===== config.mk =====
export PLATFORM = sky130hd
export DESIGN_NAME = stuffed_crc_frame_codec
export DESIGN_NICKNAME = d
export VERILOG_FILES = /design/src/rtl/core/sccf_pkg.sv /design/src/rtl/core/stuffed_crc_frame_codec.sv /design/src/rtl/core/sccf_tx.sv /design/src/rtl/core/sccf_rx.sv /design/src/rtl/core/sccf_burst.sv
export SDC_FILE = /design/constraint.sdc
export NUM_CORES = 1
export LEC_CHECK = 0
export BUFFER_PORTS_ARGS = -buffer_cell sky130_fd_sc_hd__buf_2
export CAP_MARGIN = 20
export CORE_MARGIN = 3
export CORE_UTILIZATION = 55
export CTS_BUF_LIST = sky130_fd_sc_hd__clkbuf_8 sky130_fd_sc_hd__clkbuf_16
export DETAILED_ROUTE_END_ITERATION = 12
export GPL_TIMING_DRIVEN = 0
export PLACE_DENSITY = 0.75
export RECOVER_POWER = 25
export SYNTH_ARGS = -nofsm -noshare
export SYNTH_HDL_FRONTEND = slang
export SYNTH_HIERARCHICAL = 1
export SYNTH_SLANG_ARGS = --single-unit

===== constraint.sdc =====
create_clock -name aclk -period 11.4 [get_ports aclk]
set_input_delay 2.28 -clock aclk [delete_from_list [all_inputs] [get_ports aclk]]
set_output_delay 2.28 -clock aclk [all_outputs]
set_load 0.02 [all_outputs]

===== src/rtl/core/sccf_pkg.sv =====
// Shared types, codes and the CRC-16/X.25 byte step of the stuffed CRC frame codec.
package sccf_pkg;

    localparam int unsigned BURST_MAX       = 8;
    localparam int unsigned ZERO_TERM_LIMIT = 1023;

    localparam logic [7:0]  MARK           = 8'hAA;
    localparam logic [7:0]  RESEND_CODE    = 8'h85;
    localparam logic [15:0] CRC_INIT       = 16'hFFFF;
    localparam logic [15:0] CRC_POLY_REFL  = 16'h8408;
    localparam logic [15:0] CRC_RESIDUE    = 16'hF0B8;
    localparam logic [10:0] ZT_REMAINING   = 11'((ZERO_TERM_LIMIT - 2) & 'h7FF);

    typedef enum logic [1:0] {
        MODE_TX       = 2'd0,
        MODE_RX_LINE  = 2'd1,
        MODE_RX_START = 2'd2
    } mode_t;

    typedef enum logic [1:0] {
        KIND_TX_LINE   = 2'd0,
        KIND_RX_BYTE   = 2'd1,
        KIND_RX_STATUS = 2'd2
    } kind_t;

    typedef enum logic [2:0] {
        ST_OK        = 3'd0,
        ST_BAD_HDR   = 3'd1,
        ST_CRC_ERR   = 3'd2,
        ST_STUFF_ERR = 3'd3,
        ST_RESEND    = 3'd4
    } status_t;

    typedef enum logic [1:0] {
        POS_HDR1 = 2'd0,
        POS_HDR2 = 2'd1,
        POS_BODY = 2'd2
    } rx_pos_t;

    // Results caused by one input transfer; status and frame_end belong to the final entry.
    typedef struct packed {
        logic [BURST_MAX-1:0][7:0] bytes;
        logic [3:0]                count;
        kind_t                     kind;
        logic                      frame_end;
        status_t                   status;
    } burst_t;

    function automatic logic [15:0] crc_byte(input logic [15:0] crc, input logic [7:0] b);
        logic [15:0] c;
        c = crc ^ {8'h00, b};
        for (int i = 0; i < 8; i++) begin
            if (c[0]) begin
                c = (c >> 1) ^ CRC_POLY_REFL;
            end else begin
                c = c >> 1;
            end
        end
        return c;
    endfunction

endpackage


===== src/rtl/core/stuffed_crc_frame_codec.sv =====
// Top level of the stuffed CRC frame codec: framer, deframer and result register.
//
//  channel | direction | ports                                          | handshake
//  --------+-----------+------------------------------------------------+--------------------
//  input   | in        | s_mode, s_data_in, s_last_in                   | s_valid / s_ready
//  result  | out       | m_out_byte, m_out_kind, m_frame_end, m_status, | m_valid / m_ready
//          |           | m_last                                         |
//
// An input transfer is decoded in the cycle it is accepted; its results land in
// the result register at that edge and leave one per output transfer.
// An item yielding at most one result (any receive-side item, or a plain transmit
// byte) holds the input at most until that result transfers; a transmit byte that opens a
// frame, needs stuffing or closes a frame yields two to eight line bytes and holds the input until the last transfers.
// The next item is taken in the same cycle that the last result of a burst transfers.
// Reset is synchronous and returns framer and deframer state to idle.
module stuffed_crc_frame_codec import sccf_pkg::*; (
    input  logic       aclk,
    input  logic       aresetn,
    input  logic       s_valid,
    output logic       s_ready,
    input  logic [1:0] s_mode,
    input  logic [7:0] s_data_in,
    input  logic       s_last_in,
    output logic       m_valid,
    input  logic       m_ready,
    output logic [7:0] m_out_byte,
    output logic [1:0] m_out_kind,
    output logic       m_frame_end,
    output logic [2:0] m_status,
    output logic       m_last
);

    logic   accept;
    logic   tx_en;
    logic   rx_en;
    logic   rx_clr;
    logic   load;
    burst_t tx_burst;
    logic   free;
    burst_t rx_burst;
    burst_t sel_burst;

    // Accept whenever the result register is empty or drains its final entry now.
    assign s_ready = free;
    assign accept  = s_valid && s_ready;

    always_comb begin
        tx_en     = 1'b0;
        rx_en     = 1'b0;
        rx_clr    = 1'b0;
        sel_burst = rx_burst;
        case (s_mode)
            MODE_TX: begin
                tx_en     = accept;
                sel_burst = tx_burst;
            end
            MODE_RX_LINE: begin
                rx_en = accept;
            end
            MODE_RX_START: begin
                rx_clr = accept;
            end
            default: begin
                // Drop the transfer: no state change, no results.
                sel_burst = rx_burst;
            end
        endcase
    end

    // Load only bursts that carry results; empty ones leave the register idle.
    assign load = (tx_en || rx_en) && (sel_burst.count != 4'd0);

    sccf_tx u_tx (
        .aclk    (aclk),
        .aresetn (aresetn),
        .en      (tx_en),
        .data_in (s_data_in),
        .last_in (s_last_in),
        .burst   (tx_burst)
    );

    sccf_rx u_rx (
        .aclk    (aclk),
        .aresetn (aresetn),
        .en      (rx_en),
        .clr     (rx_clr),
        .data_in (s_data_in),
        .burst   (rx_burst)
    );

    sccf_burst u_burst (
        .aclk        (aclk),
        .aresetn     (aresetn),
        .load        (load),
        .burst_in    (sel_burst),
        .free        (free),
        .m_valid     (m_valid),
        .m_ready     (m_ready),
        .m_out_byte  (m_out_byte),
        .m_out_kind  (m_out_kind),
        .m_frame_end (m_frame_end),
        .m_status    (m_status),
        .m_last      (m_last)
    );

endmodule


===== src/rtl/core/sccf_tx.sv =====
// Transmit framer: header, byte stuffing and CRC trailer for one payload byte.
module sccf_tx import sccf_pkg::*; (
    input  logic       aclk,
    input  logic       aresetn,
    input  logic       en,
    input  logic [7:0] data_in,
    input  logic       last_in,
    output burst_t     burst
);

    logic [15:0] crc_reg, crc_next;
    logic        in_frame_reg, in_frame_next;
    logic [15:0] crc_upd;
    logic [15:0] crc_out;
    logic [3:0]  pos;

    assign crc_upd = crc_byte(crc_reg, data_in);
    assign crc_out = ~crc_upd;

    always_comb begin
        burst           = '0;
        burst.kind      = KIND_TX_LINE;
        burst.status    = ST_OK;
        burst.frame_end = last_in;
        pos             = 4'd0;
        if (!in_frame_reg) begin
            burst.bytes[0] = MARK;
            burst.bytes[1] = MARK;
            pos            = 4'd2;
        end
        burst.bytes[pos[2:0]] = data_in;
        pos = pos + 4'd1;
        if (data_in == MARK) begin
            burst.bytes[pos[2:0]] = 8'h00;
            pos = pos + 4'd1;
        end
        if (last_in) begin
            burst.bytes[pos[2:0]] = crc_out[7:0];
            pos = pos + 4'd1;
            if (crc_out[7:0] == MARK) begin
                burst.bytes[pos[2:0]] = 8'h00;
                pos = pos + 4'd1;
            end
            burst.bytes[pos[2:0]] = crc_out[15:8];
            pos = pos + 4'd1;
            if (crc_out[15:8] == MARK) begin
                burst.bytes[pos[2:0]] = 8'h00;
                pos = pos + 4'd1;
            end
        end
        burst.count = pos;
    end

    always_comb begin
        crc_next      = crc_reg;
        in_frame_next = in_frame_reg;
        if (en) begin
            if (last_in) begin
                crc_next      = CRC_INIT;
                in_frame_next = 1'b0;
            end else begin
                crc_next      = crc_upd;
                in_frame_next = 1'b1;
            end
        end
    end

    always_ff @(posedge aclk) begin
        if (!aresetn) begin
            crc_reg      <= CRC_INIT;
            in_frame_reg <= 1'b0;
        end else begin
            crc_reg      <= crc_next;
            in_frame_reg <= in_frame_next;
        end
    end

endmodule


===== src/rtl/core/sccf_rx.sv =====
// Receive deframer: header check, destuffing, length tracking and CRC residue check.
module sccf_rx import sccf_pkg::*; (
    input  logic       aclk,
    input  logic       aresetn,
    input  logic       en,
    input  logic       clr,
    input  logic [7:0] data_in,
    output burst_t     burst
);

    logic [15:0] crc_reg, crc_next;
    rx_pos_t     pos_reg, pos_next;
    logic [10:0] remaining_reg, remaining_next;
    logic        stuff_reg, stuff_next;
    logic        zt_reg, zt_next;
    logic [7:0]  chan_reg, chan_next;
    logic        done_reg, done_next;
    logic [1:0]  index_reg, index_next;
    logic        explicit_reg, explicit_next;
    logic [15:0] crc_upd;
    logic        closing;

    assign crc_upd = crc_byte(crc_reg, data_in);

    always_comb begin
        crc_next       = crc_reg;
        pos_next       = pos_reg;
        remaining_next = remaining_reg;
        stuff_next     = stuff_reg;
        zt_next        = zt_reg;
        chan_next      = chan_reg;
        done_next      = done_reg;
        index_next     = index_reg;
        explicit_next  = explicit_reg;
        closing        = 1'b0;
        burst          = '0;
        burst.kind     = KIND_RX_BYTE;
        burst.status   = ST_OK;

        if (clr) begin
            crc_next       = CRC_INIT;
            pos_next       = POS_HDR1;
            remaining_next = '0;
            stuff_next     = 1'b0;
            zt_next        = 1'b0;
            chan_next      = '0;
            done_next      = 1'b0;
            index_next     = '0;
            explicit_next  = 1'b0;
        end else if (en && !done_reg) begin
            if (pos_reg != POS_BODY) begin
                if (data_in != MARK) begin
                    burst.count     = 4'd1;
                    burst.kind      = KIND_RX_STATUS;
                    burst.frame_end = 1'b1;
                    burst.status    = ST_BAD_HDR;
                    done_next       = 1'b1;
                end else begin
                    pos_next = (pos_reg == POS_HDR1) ? POS_HDR2 : POS_BODY;
                end
            end else if (stuff_reg) begin
                stuff_next = 1'b0;
                if (data_in != 8'h00) begin
                    burst.count     = 4'd1;
                    burst.kind      = KIND_RX_STATUS;
                    burst.frame_end = 1'b1;
                    done_next       = 1'b1;
                    if (index_reg == 2'd1 && chan_reg == MARK && data_in == RESEND_CODE) begin
                        burst.status = ST_RESEND;
                    end else begin
                        burst.status = ST_STUFF_ERR;
                    end
                end
            end else begin
                stuff_next = (data_in == MARK);
                crc_next   = crc_upd;
                if (index_reg == 2'd0) begin
                    chan_next = data_in;
                end else if (index_reg == 2'd1) begin
                    if (data_in[2:0] == 3'd0) begin
                        remaining_next = 11'd1;
                    end else if (data_in[2:0] < 3'd6) begin
                        remaining_next = ZT_REMAINING;
                        zt_next        = 1'b1;
                    end else begin
                        explicit_next  = 1'b1;
                        remaining_next = {1'b0, data_in[5:4], 8'h00};
                    end
                end else if (index_reg == 2'd2 && explicit_reg) begin
                    remaining_next = remaining_reg + {3'b000, data_in} + 11'd2;
                end else if (zt_reg && data_in == 8'h00) begin
                    remaining_next = 11'd1;
                    zt_next        = 1'b0;
                end else if (remaining_reg == 11'd0) begin
                    closing = 1'b1;
                end else begin
                    remaining_next = remaining_reg - 11'd1;
                end
                if (index_reg != 2'd3) begin
                    index_next = index_reg + 2'd1;
                end
                burst.count    = 4'd1;
                burst.bytes[0] = data_in;
                if (closing) begin
                    burst.frame_end = 1'b1;
                    burst.status    = (crc_upd == CRC_RESIDUE) ? ST_OK : ST_CRC_ERR;
                    done_next       = 1'b1;
                end
            end
        end
    end

    always_ff @(posedge aclk) begin
        if (!aresetn) begin
            crc_reg       <= CRC_INIT;
            pos_reg       <= POS_HDR1;
            remaining_reg <= '0;
            stuff_reg     <= 1'b0;
            zt_reg        <= 1'b0;
            chan_reg      <= '0;
            done_reg      <= 1'b0;
            index_reg     <= '0;
            explicit_reg  <= 1'b0;
        end else begin
            crc_reg       <= crc_next;
            pos_reg       <= pos_next;
            remaining_reg <= remaining_next;
            stuff_reg     <= stuff_next;
            zt_reg        <= zt_next;
            chan_reg      <= chan_next;
            done_reg      <= done_next;
            index_reg     <= index_next;
            explicit_reg  <= explicit_next;
        end
    end

endmodule


===== src/rtl/core/sccf_burst.sv =====
// Result register: holds one burst and serializes it, one result per transfer.
module sccf_burst import sccf_pkg::*; (
    input  logic       aclk,
    input  logic       aresetn,
    input  logic       load,
    input  burst_t     burst_in,
    output logic       free,
    output logic       m_valid,
    input  logic       m_ready,
    output logic [7:0] m_out_byte,
    output logic [1:0] m_out_kind,
    output logic       m_frame_end,
    output logic [2:0] m_status,
    output logic       m_last
);

    burst_t     burst_reg;
    logic       busy_reg, busy_next;
    logic [2:0] idx_reg, idx_next;
    logic       at_last;
    logic       take;

    assign at_last = ({1'b0, idx_reg} == (burst_reg.count - 4'd1));
    assign take    = busy_reg && m_ready;
    assign free    = !busy_reg || (take && at_last);

    assign m_valid     = busy_reg;
    assign m_out_byte  = burst_reg.bytes[idx_reg];
    assign m_out_kind  = burst_reg.kind;
    assign m_last      = at_last;
    assign m_frame_end = at_last && burst_reg.frame_end;
    assign m_status    = at_last ? burst_reg.status : ST_OK;

    always_comb begin
        busy_next = busy_reg;
        idx_next  = idx_reg;
        if (take) begin
            idx_next = idx_reg + 3'd1;
            if (at_last) begin
                busy_next = 1'b0;
            end
        end
        if (load) begin
            busy_next = 1'b1;
            idx_next  = 3'd0;
        end
    end

    always_ff @(posedge aclk) begin
        if (!aresetn) begin
            busy_reg <= 1'b0;
            idx_reg  <= 3'd0;
        end else begin
            busy_reg <= busy_next;
            idx_reg  <= idx_next;
        end
    end

    always_ff @(posedge aclk) begin
        if (load) begin
            burst_reg <= burst_in;
        end
    end

endmodule


==> results of run 1 <==
==> worst min path at each step <==
stage                     cells past startpoint          start            end  slack, ps
after floorplan                               2  u_rx/done_reg  u_rx/done_reg        440
after global placement                        2  u_rx/done_reg  u_rx/done_reg        450
after detailed placement                      2  u_rx/done_reg  u_rx/done_reg        460
after CTS                                     2  u_rx/done_reg  u_rx/done_reg        470
after global routing                          2    u_rx/zt_reg    u_rx/zt_reg        500
final                                         2  u_rx/done_reg  u_rx/done_reg        470
==> cell usage in the layout (no fill, tap or decap), types with 9 or more instances in the layout <==
cell	count
dfxtp_1	64
clkbuf_1	43
nor4_1	10
clkbuf_16	18
conb_1	64
mux2_4	60
buf_2	21
and3_1	10
nor2_1	68
or3_1	17
xnor2_1	52
xor2_1	18
a211oi_1	25
buf_4	70
nand2_1	108
ha_1	33
nor3_1	22
mux2i_1	28
o22ai_1	35
edfxtp_1	74
mux2_2	25
a21oi_1	44
o211ai_1	16
nand3_1	27
a22oi_1	16
nand4_1	9
inv_1	39
o21ai_0	39
==> worst register-to-register path: cells and delay by family, from the launching register on <==
kind            cells  cell delay [ps]
flops               1              360
simple gates        5             1640
xor+xnor            2             1240
buf+inv             3              620
compound gates      5             2240
fa+ha+maj           1              350
==> through the flow <==
step | hold WS [ps] | power, mW | TNS (ps)
after floorplan | 441 | 0.764 | 0
after global placement | 454 | 0.835 | -36620
after detailed placement | 464 | 0.842 | 0
after CTS | 472 | 1.34 | 0
after global routing | 504 | 1.39 | 0
final | 470 | 1.34 | 0
==> area by class of cell <==
type                    instances  area share
multi-input cells             877       0.545
flip-flops and latches        138       0.283
plain buffers                 120      0.0731
clock buffers                  18      0.0364
well taps                     265      0.0268
repair buffers                 36      0.0176
inverters                      36      0.0109
clock inverters                14     0.00678
==> layer usage <==
layer,track usage,wire length [um]
met1,0.376,12600
met2,0.435,13700
met3,0.0512,2560
met4,0.0790,835
met5,0,0
==> power groups by stage <==
stage	combinational, mW	sequential [mW]	clock, mW
2_1_floorplan	0.200	0.564	0
3_3_place_gp	0.269	0.566	0
3_5_place_dp	0.278	0.565	0
4_1_cts	0.280	0.554	0.510
5_1_grt	0.301	0.555	0.533
6_report	0.286	0.554	0.499
==> kinds of logic (layout without fill, tap and decap cells) <==
logic type      Yosys count  count (layout)  share of synthesized area
compound gates          232             232                      0.148
xor+xnor                 81              81                     0.0774
fa+ha+maj                34              34                     0.0391
buf+inv                 156             224                     0.0968
flops                   138             138                      0.317
mux                     129             129                      0.167
other cells               2              64                   0.000679
simple gates            337             337                      0.154
==> metrics, run 1 <==
outcome=completed; syn_area_per_cell=9.98 um^2; Clock Path Buffers=2; sequential power share=0.414; cts bufs inserted=17; synth warn=6; Routed WL per cell=19.7 um; Unique masters post-synth=96; Largest delay share family, worst path=compound AO/OA/AOI/OAI gates; asr flop ratio synth=0; placed cell count=1,470; Psw=0.385 mW; worst r2r path cells=16; Primary FF master, synth=edfxtp_1; Worst setup EP type=register; Slew Viols, Final=0; Pwr per Cell Area=108 mW/mm^2; ANT nets after route=0; Seq cells post-synth=138; Worst-path clk slew=60 ps; dpl hpwl=22,100 um; PortBufs=31; critical path startpoint=s_data_in[1]; CP arrival=8860 ps; insertion delay to the later sink of the worst-skew pair=420 ps; via count=8,980; static leakage=5.10 nW; flop2flop setup slack=4630 ps; DP Worst Slack=2470 ps; area grow syn2layout=11.8%; Pint=0.954 mW; Req. time, crit path=11,510 ps; Area contributors post-synth=edfxtp_1 (20%), dfxtp_1 (12%), mux2_4 (8.1%); Setup crit end=u_burst/burst_reg[64]; synth cell count leaders=nand2_1 (108), edfxtp_1 (74), buf_4 (69), nor2_1 (68), dfxtp_1 (64); DRC=0; Layout Cells excl Fill=1,504; max frequency=114 MHz; final core area utilization=0.631; Nets=1,275; Starting Density=0.565; Crit-path slowest cell=o32ai_4; Die Wd=148 um; reg2reg end=u_burst/burst_reg[64]; cts repair resizes=0; crit path time final=8750 ps; Vias/cell=5.97; synthesized instance count=1,109; Seq/Total Area, Yosys=0.317; Buf/Inv on CP=4; Reg area=0.00350 mm^2; total wire length=29,700 um; Max FO, Critical Path=23; worst-margin pin slew=1150 ps; Comb power frac=0.213; RSZ-0062 raised after global routing=no; CTS Root Buffer Type=clkbuf_16; post-route cell area=0.0124 mm^2; crit share post-route=0.768; max incr delay on CP=850 ps; fraction of layout cells with a size suffix above 1=0.221; post-synth top area cell=edfxtp_1; Ant. Diodes=0; Post-Syn Area=0.0111 mm^2; clock skew=13.1 ps; GR Util All Layers=0.271; post-CTS setup buffers=0; DR pass1 iterations=6; H-tree depth=4; maxcap violations=0; switch share=0.288; Post-synth EDFFs=74; VDD IR-drop max=0.0989 mV; Fill cells=1,670; largest net degree at the start of global routing=24; area of the multi-input gates=0.00674 mm^2; max reg flops=72; Die ar.=0.0219 mm^2; initial antenna violation count=0; final setup fails=0; CTS tree=done; crit path cell chain=clkbuf_1 > xnor2_1 > xor3_1 > or4_1 > buf_6 > o21ai_2 > nand2_2 > ha_1 > or2_2 > a2111oi_0 > o21ai_0 > or3_1 > a21oi_1 > nor4_1 > o32ai_4 > buf_16 > buf_8; drt initial violations=957; Routability Congestion=1.00; core footprint=0.0196 mm^2; die height=148 um; DP Area=0.0119 mm^2; hold buffers post-CTS=0; global-route wire length before repair=46,700 um; top-count cell post-synth=nand2_1; vias in the first global route=8,461; num ports=32; Setup crit start kind=input pin; clk sinks=138; hold crit path type=register to register; area share of the largest cell type after synthesis=0.201; FP Rows=51; kind of critical path=input pin to register; grt ovf=0; stages on the worst setup path=17; final-report hold violation count=0; Worst Slack Setup Final=2650 ps; r2r startpoint=u_tx/crc_reg[1]; Slew HR=0.225; Clock power frac=0.373
(Power assumes the default switching activity.)
==> inputs of run 2 (changes only) <==
--- a/config.mk
+++ b/config.mk
@@ -12,7 +12,7 @@
 export CTS_BUF_LIST = sky130_fd_sc_hd__clkbuf_8 sky130_fd_sc_hd__clkbuf_16
 export DETAILED_ROUTE_END_ITERATION = 12
 export GPL_TIMING_DRIVEN = 0
-export PLACE_DENSITY = 0.75
+export PLACE_DENSITY = 0.72
 export RECOVER_POWER = 25
 export SYNTH_ARGS = -nofsm -noshare
 export SYNTH_HDL_FRONTEND = slang
==> constraint.sdc (replaced) <==
create_clock -name aclk -period 8.07 [get_ports aclk]
set_input_delay 1.614 -clock aclk [delete_from_list [all_inputs] [get_ports aclk]]
set_output_delay 1.614 -clock aclk [all_outputs]
set_load 0.02 [all_outputs]
==> metrics, run 2 (synthesis results as in run 1) <==
outcome=completed (unchanged); crit path cell chain=buf_2 > buf_4 > xnor2_4 > xnor3_1 > or4_1 > buf_6 > o21ai_2 > nand2_2 > ha_1 > or2_2 > a2111oi_0 > o21ai_0 > or3_1 > a21oi_1 > nor4_1 > o32ai_4 > buf_12 > buf_16 > buf_8 (was clkbuf_1 > xnor2_1 > xor3_1 > or4_1 > buf_6 > o21ai_2 > nand2_2 > ha_1 > or2_2 > a2111oi_0 > o21ai_0 > or3_1 > a21oi_1 > nor4_1 > o32ai_4 > buf_16 > buf_8); Nets=1,281 (was 1,275); Req. time, crit path=8190 ps (was 11,510 ps); final setup fails=0 (unchanged); Die Wd=148 um (unchanged); worst hold margin=477 ps (was 470 ps); DP Worst Slack=-213 ps (was 2470 ps); final-report hold violation count=0 (unchanged); Worst Slack Setup Final=358 ps (was 2650 ps); area grow syn2layout=13.0% (was 11.8%); hold crit path type=register to register (unchanged); flop2flop setup slack=1470 ps (was 4630 ps); Slew Viols, Final=0 (unchanged); Routability Congestion=0.967 (was 1.00); clk sinks=138 (unchanged); drt initial violations=949 (was 957); Slew HR=0.220 (was 0.225); most common cell after layout, fill and taps aside=nand2_1 (unchanged); CP arrival=7830 ps (was 8860 ps); worst-margin pin slew=1160 ps (was 1150 ps); kind of critical path=input pin to register (unchanged); maxcap violations=0 (unchanged); max reg flops=72 (unchanged); static leakage=5.16 nW (was 5.10 nW); initial antenna violation count=0 (unchanged); final core area utilization=0.639 (was 0.631); crit share post-route=0.956; num ports=32 (unchanged); post-CTS setup buffers=0 (unchanged); ANT nets after route=0 (unchanged); Buf/Inv on CP=6 (was 4); most frequent cells in the layout=nand2_1 (108), buf_4 (74), edfxtp_1 (74), nor2_1 (68) (was nand2_1 (108), edfxtp_1 (74), buf_4 (70), nor2_1 (68)); total wire length=30,300 um (was 29,700 um); VDD IR-drop max=0.151 mV (was 0.0989 mV); Worst-path clk slew=70 ps (was 60 ps); PortBufs=31 (unchanged); global-route wire length before repair=47,300 um (was 46,700 um); clock skew=11.9 ps (was 13.1 ps); Fill cells=1,657 (was 1,670); CTS tree=done (unchanged); via count=8,984 (was 8,980); cts repair resizes=0 (unchanged); H-tree depth=4 (unchanged); DR pass1 iterations=5 (was 6); hold buffers post-CTS=0 (unchanged); Ant. Diodes=0 (unchanged); Crit-path slowest cell=xnor3_1 (was o32ai_4); dpl hpwl=22,100 um (about the same); max frequency=130 MHz; Max FO, Critical Path=21 (was 23); FP Rows=51 (unchanged); RSZ-0062 raised after global routing=no (unchanged); Largest delay share family, worst path=compound AO/OA/AOI/OAI gates (unchanged); crit path time final=7710 ps; max incr delay on CP=720 ps (was 850 ps); cts bufs inserted=17 (unchanged); DRC=0 (unchanged); Routed WL per cell=20.0 um (was 19.7 um); Starting Density=0.565 (unchanged); Reg area=0.00350 mm^2 (unchanged); Die ar.=0.0219 mm^2 (unchanged); Pwr per Cell Area=160 mW/mm^2 (was 108 mW/mm^2); vias in the first global route=8,310 (was 8,461); GR Util All Layers=0.277 (was 0.271); area of the multi-input gates=0.00674 mm^2 (unchanged); grt ovf=0 (unchanged); Clock Path Buffers=2 (unchanged); fraction of layout cells with a size suffix above 1=0.230 (was 0.221); core footprint=0.0196 mm^2 (unchanged); die height=148 um (unchanged); CTS Root Buffer Type=clkbuf_16 (unchanged); Setup crit start kind=input pin (unchanged); insertion delay to the later sink of the worst-skew pair=430 ps (was 420 ps); Vias/cell=5.95 (was 5.97); Worst setup EP type=register (unchanged); largest net degree at the start of global routing=24 (unchanged)
run 2: cell types whose count changed in the layout (fill, tap and decap cells not counted), moves of 2 or more:
| cell | previous run | this run |
|---|---|---|
| buf_4 | 70 | 74 |
| buf_12 | 7 | 9 |
| clkbuf_1 | 43 | 40 |
| buf_2 | 21 | 23 |
| inv_8 | 0 | 5 |
| inv_1 | 39 | 35 |
| inv_6 | 2 | 5 |
| clkinv_2 | 2 | 0 |
run 2: area by class of cell:
type	instances	share of cell area
Clock buffer	18	0.0360
Clock inverter	14	0.0129
Sequential cell	138	0.280
Tap cell	265	0.0265
Multi-Input combinational cell	877	0.539
Buffer	120	0.0723
Inverter	36	0.0108
Timing Repair Buffer	42	0.0222
run 2: worst paths after layout:
| check | start | endpoint | cells after the start |
|---|---|---|---|
| max reg2reg | u_tx/crc_reg[3] | u_burst/burst_reg[42] | 18 |
| min | u_rx/done_reg | u_rx/done_reg | 2 |
| min reg2reg | u_rx/done_reg | u_rx/done_reg | 2 |
| max | s_data_in[3] | u_burst/burst_reg[42] | 19 |
run 2: per-layer routing:
| metal | vias to the layer above | wire length, um | global-route usage |
|---|---|---|---|
| met5 | - | 0 | 0 |
| met4 | 0 | 609 | 0.0790 |
| met3 | 46 | 2550 | 0.0595 |
| met2 | 372 | 13300 | 0.411 |
| met1 | 4327 | 13800 | 0.411 |
| li1 | 4239 | - | - |
run 2: power by group:
part	internal [mW]	total, mW	switching [mW]
logic	0.172	0.410	0.239
registers	0.772	0.781	0.00907
clock network	0.461	0.815	0.354
run 2: worst reg2reg max path, stage by stage (launching register included):
cell	delay, ps
dfxtp_1	310
buf_6	140
xnor2_4	380
xnor3_1	730
or4_1	620
buf_6	170
o21ai_2	240
nand2_2	190
ha_1	370
or2_2	310
a2111oi_0	460
o21ai_0	300
or3_1	420
a21oi_1	510
nor4_1	240
o32ai_4	350
buf_12	170
buf_16	160
buf_8	220
run 2: per-stage QoR:
step | TNS [ps] | power, mW | std cells | instance area, um^2
detailed placement | -5460 | 1.19 | 1471 | 11900
finish | 0 | 2.01 | 1510 | 12500
CTS | 0 | 2.00 | 1503 | 12500
floorplan | 0 | 1.08 | 1171 | 11300
global placement | -125930 | 1.18 | 1467 | 11800
global route | 0 | 2.08 | 1510 | 12500
==> inputs of run 3 (changes only) <==
--- a/config.mk
+++ b/config.mk
@@ -5,6 +5,7 @@
 export SDC_FILE = /design/constraint.sdc
 export NUM_CORES = 1
 export LEC_CHECK = 0
+export ABC_AREA = 1
 export BUFFER_PORTS_ARGS = -buffer_cell sky130_fd_sc_hd__buf_2
 export CAP_MARGIN = 20
 export CORE_MARGIN = 3
==> metrics, run 3 <==
PortBufs=30 (was 31); post-route cell area=0.0130 mm^2 (was 0.0125 mm^2); Routed WL per cell=16.3 um (was 20.0 um); area share of the largest cell type after synthesis=0.207 (was 0.201); static leakage=6.62 nW (was 5.16 nW); max incr delay on CP=550 ps (was 720 ps); crit path time final=6120 ps (was 7710 ps); Final TNS setup=0 ps (unchanged); Pwr per Cell Area=152 mW/mm^2 (was 160 mW/mm^2); synthesized instance count=1,771 (was 1,109); total wire length=35,400 um (was 30,300 um); Die ar.=0.0229 mm^2 (was 0.0219 mm^2); Max FO, Critical Path=28 (was 21); DR pass1 iterations=6 (was 5); post-synth top area cell=nand2_1 (was edfxtp_1); clk sinks=138 (unchanged); Nets=1,933 (was 1,281); worst hold stages=2 (unchanged); clock skew=15.8 ps (was 11.9 ps); CTS Root Buffer Type=clkbuf_16 (unchanged); cts bufs inserted=17 (unchanged); vias in the first global route=10.4k (was 8,310); Req. time, crit path=8200 ps (was 8190 ps); Clock Path Buffers=2 (unchanged); most frequent cell on the critical path=nand2_1; Layout Cells excl Fill=2,167 (was 1,510); Seq cells post-synth=138 (unchanged); ANT nets after route=0 (unchanged); drt initial violations=1,065 (was 949); max reg flops=72 (unchanged); dpl hpwl=26,300 um (was 22,100 um); area grow syn2layout=11.6% (was 13.0%); grt ovf=0 (unchanged); Fill cells=2,001 (was 1,657); GR Util All Layers=0.313 (was 0.277); Worst Hold End=u_rx/done_reg (unchanged); crit path cell chain=clkbuf_1 > nand4_1 > nor3_2 > inv_1 > ha_1 > xor2_1 > nand2_1 > nand2_2 > buf_6 > ha_1 > nand2_2 > nand2_1 > nand2_1 > nand2_1 > nand2_1 > nor2_1 > inv_1 > nand2_1 > nand2_1 > nand2_1 > nor2_1 > nor2_4 > buf_12 > buf_16 (was buf_2 > buf_4 > xnor2_4 > xnor3_1 > or4_1 > buf_6 > o21ai_2 > nand2_2 > ha_1 > or2_2 > a2111oi_0 > o21ai_0 > or3_1 > a21oi_1 > nor4_1 > o32ai_4 > buf_12 > buf_16 > buf_8); final setup fails=0 (unchanged); r2r startpoint=u_tx/crc_reg[3] (unchanged); Area contributors post-synth=nand2_1 (21%), edfxtp_1 (19%), dfxtp_1 (11%) (was edfxtp_1 (20%), dfxtp_1 (12%), mux2_4 (8.1%)); cts repair resizes=0 (unchanged); die height=151 um (was 148 um); initial antenna violation count=0 (unchanged); post-CTS setup buffers=0 (unchanged); worst r2r path cells=27 (was 18); CP arrival=6250 ps (was 7830 ps); flop2flop setup slack=3370 ps (was 1470 ps); DRC=0 (unchanged); Starting Density=0.566 (was 0.565); reg2reg end=u_burst/burst_reg[36] (was u_burst/burst_reg[42]); DP Area=0.0124 mm^2 (was 0.0119 mm^2); core footprint=0.0205 mm^2 (was 0.0196 mm^2); via count=11.7k (was 8,984); VDD IR-drop max=0.146 mV (was 0.151 mV); crit share post-route=0.759 (was 0.956); Setup crit start kind=input pin (unchanged); Ant. Diodes=0 (unchanged); Post-Syn Area=0.0116 mm^2 (was 0.0111 mm^2); Primary FF master, synth=edfxtp_1 (unchanged); Crit-path slowest cell=clkbuf_1 (was xnor3_1); hold buffers post-CTS=0 (unchanged); synth warn=6 (unchanged); most frequent cells in the layout=nand2_1 (641), nor2_1 (164), inv_1 (134), o21ai_0 (133), nand3_1 (85) (was nand2_1 (108), buf_4 (74), edfxtp_1 (74), nor2_1 (68)); synth cell count leaders=nand2_1 (639), nor2_1 (165), inv_1 (133), o21ai_0 (133), buf_4 (87) (was nand2_1 (108), edfxtp_1 (74), buf_4 (69), nor2_1 (68), dfxtp_1 (64)); syn_area_per_cell=6.56 um^2 (was 9.98 um^2); insertion delay to the later sink of the worst-skew pair=430 ps (about the same); CTS tree=done (unchanged); Routability Congestion=0.957 (was 0.967); global-route wire length before repair=55,300 um (was 47,300 um); Post-synth EDFFs=74 (unchanged); Hold Startpoint=u_rx/done_reg (unchanged); outcome=completed (unchanged); Vias/cell=5.40 (was 5.95); Die Wd=151 um (was 148 um); Slew Viols, Final=0 (unchanged); placed cell count=2,135 (was 1,471); max frequency=163 MHz (was 130 MHz); num ports=32 (unchanged); Slew HR=0.270 (was 0.220); Worst Slack Setup Final=1950 ps (was 358 ps); Seq/Total Area, Yosys=0.302 (was 0.317); maxcap violations=0 (unchanged); worst hold margin=465 ps (was 477 ps); Worst setup EP type=register (unchanged); most common cell after layout, fill and taps aside=nand2_1 (unchanged); DP Worst Slack=1820 ps (was -213 ps); hold crit path type=register to register (unchanged); RSZ-0062 raised after global routing=no (unchanged); Worst-path clk slew=60 ps (was 70 ps); kind of critical path=input pin to register (unchanged); FP Rows=52 (was 51); worst-margin pin slew=1090 ps (was 1160 ps); top-count cell post-synth=nand2_1 (unchanged); fraction of layout cells with a size suffix above 1=0.136 (was 0.230); asr flop ratio synth=0 (unchanged); Unique masters post-synth=52 (was 96); largest net degree at the start of global routing=29 (was 24); H-tree depth=4 (unchanged); final-report hold violation count=0 (unchanged)
==> run 3: changes by cell type in the layout (fill, tap and decap cells not counted), moves of 45 or more <==
cell	previous run	this run
nand3_1	27	85
nor2_1	68	164
xnor2_1	52	7
mux2_4	60	0
o21ai_0	39	133
inv_1	35	134
nand2_1	108	641
==> run 3: critical path: cells and delay by family <==
family	cells	cell delay [ps]
buffers and inverters	6	1450
and+or+nand+nor	15	2230
xor gates and xnor gates	1	240
adders and majority gates	2	690
==> run 3: how the worst max path moves through the flow <==
stage,from,endpoint,slack [ps],cells after the start
after floorplan,s_data_in[6],u_burst/idx_reg[0],270,26
after global placement,s_data_in[1],u_burst/idx_reg[0],-1910,26
after detailed placement,s_data_in[1],u_burst/burst_reg[47],1820,24
after CTS,s_data_in[1],u_burst/burst_reg[36],2270,24
after global routing,s_data_in[3],u_burst/burst_reg[36],1560,24
final,s_data_in[3],u_burst/burst_reg[36],1950,24
==> run 3: power breakdown <==
group / switching, mW / total, mW / internal [mW]
Sequential: 0.00838 / 0.778 / 0.769
Combinational: 0.255 / 0.369 / 0.114
Clock: 0.337 / 0.829 / 0.492
Total: 0.601 / 1.98 / 1.37
==> run 3: final cells by class <==
type | instances | area [um^2] | share of cell area
inverter | 148 | 571 | 0.0440
timing repair buffer | 32 | 189 | 0.0146
clock buffer | 17 | 425 | 0.0328
clock inverter | 15 | 186 | 0.0144
sequential | 138 | 3500 | 0.270
multi-input combinational | 1412 | 6780 | 0.523
buffer | 135 | 971 | 0.0749
tap | 270 | 338 | 0.0261
==> run 3: kinds of logic after synthesis <==
group	count (synthesis)	share of synthesized area
AND/OR/NAND/NOR	1018	0.382
buffers and inverters	283	0.135
AO/OA/AOI/OAI	280	0.131
flip-flops	138	0.302
adder cells (fa/ha/maj)	34	0.0373
XOR/XNOR	16	0.0121
other	2	0.000647
==> run 3: through the flow <==
step	utilization	power, mW
2_1_floorplan	-	1.04
3_3_place_gp	0.602	1.15
3_5_place_dp	0.604	1.15
4_1_cts	0.634	1.98
5_1_grt	0.632	2.05
6_report	0.632	1.98
==> run 3: layer usage <==
metal	GRT usage	wire, um	vias to the layer above
li1	-	-	5883
met1	0.441	16100	5299
met2	0.490	15700	469
met3	0.0512	2640	58
met4	0.105	887	0
met5	0	0	-
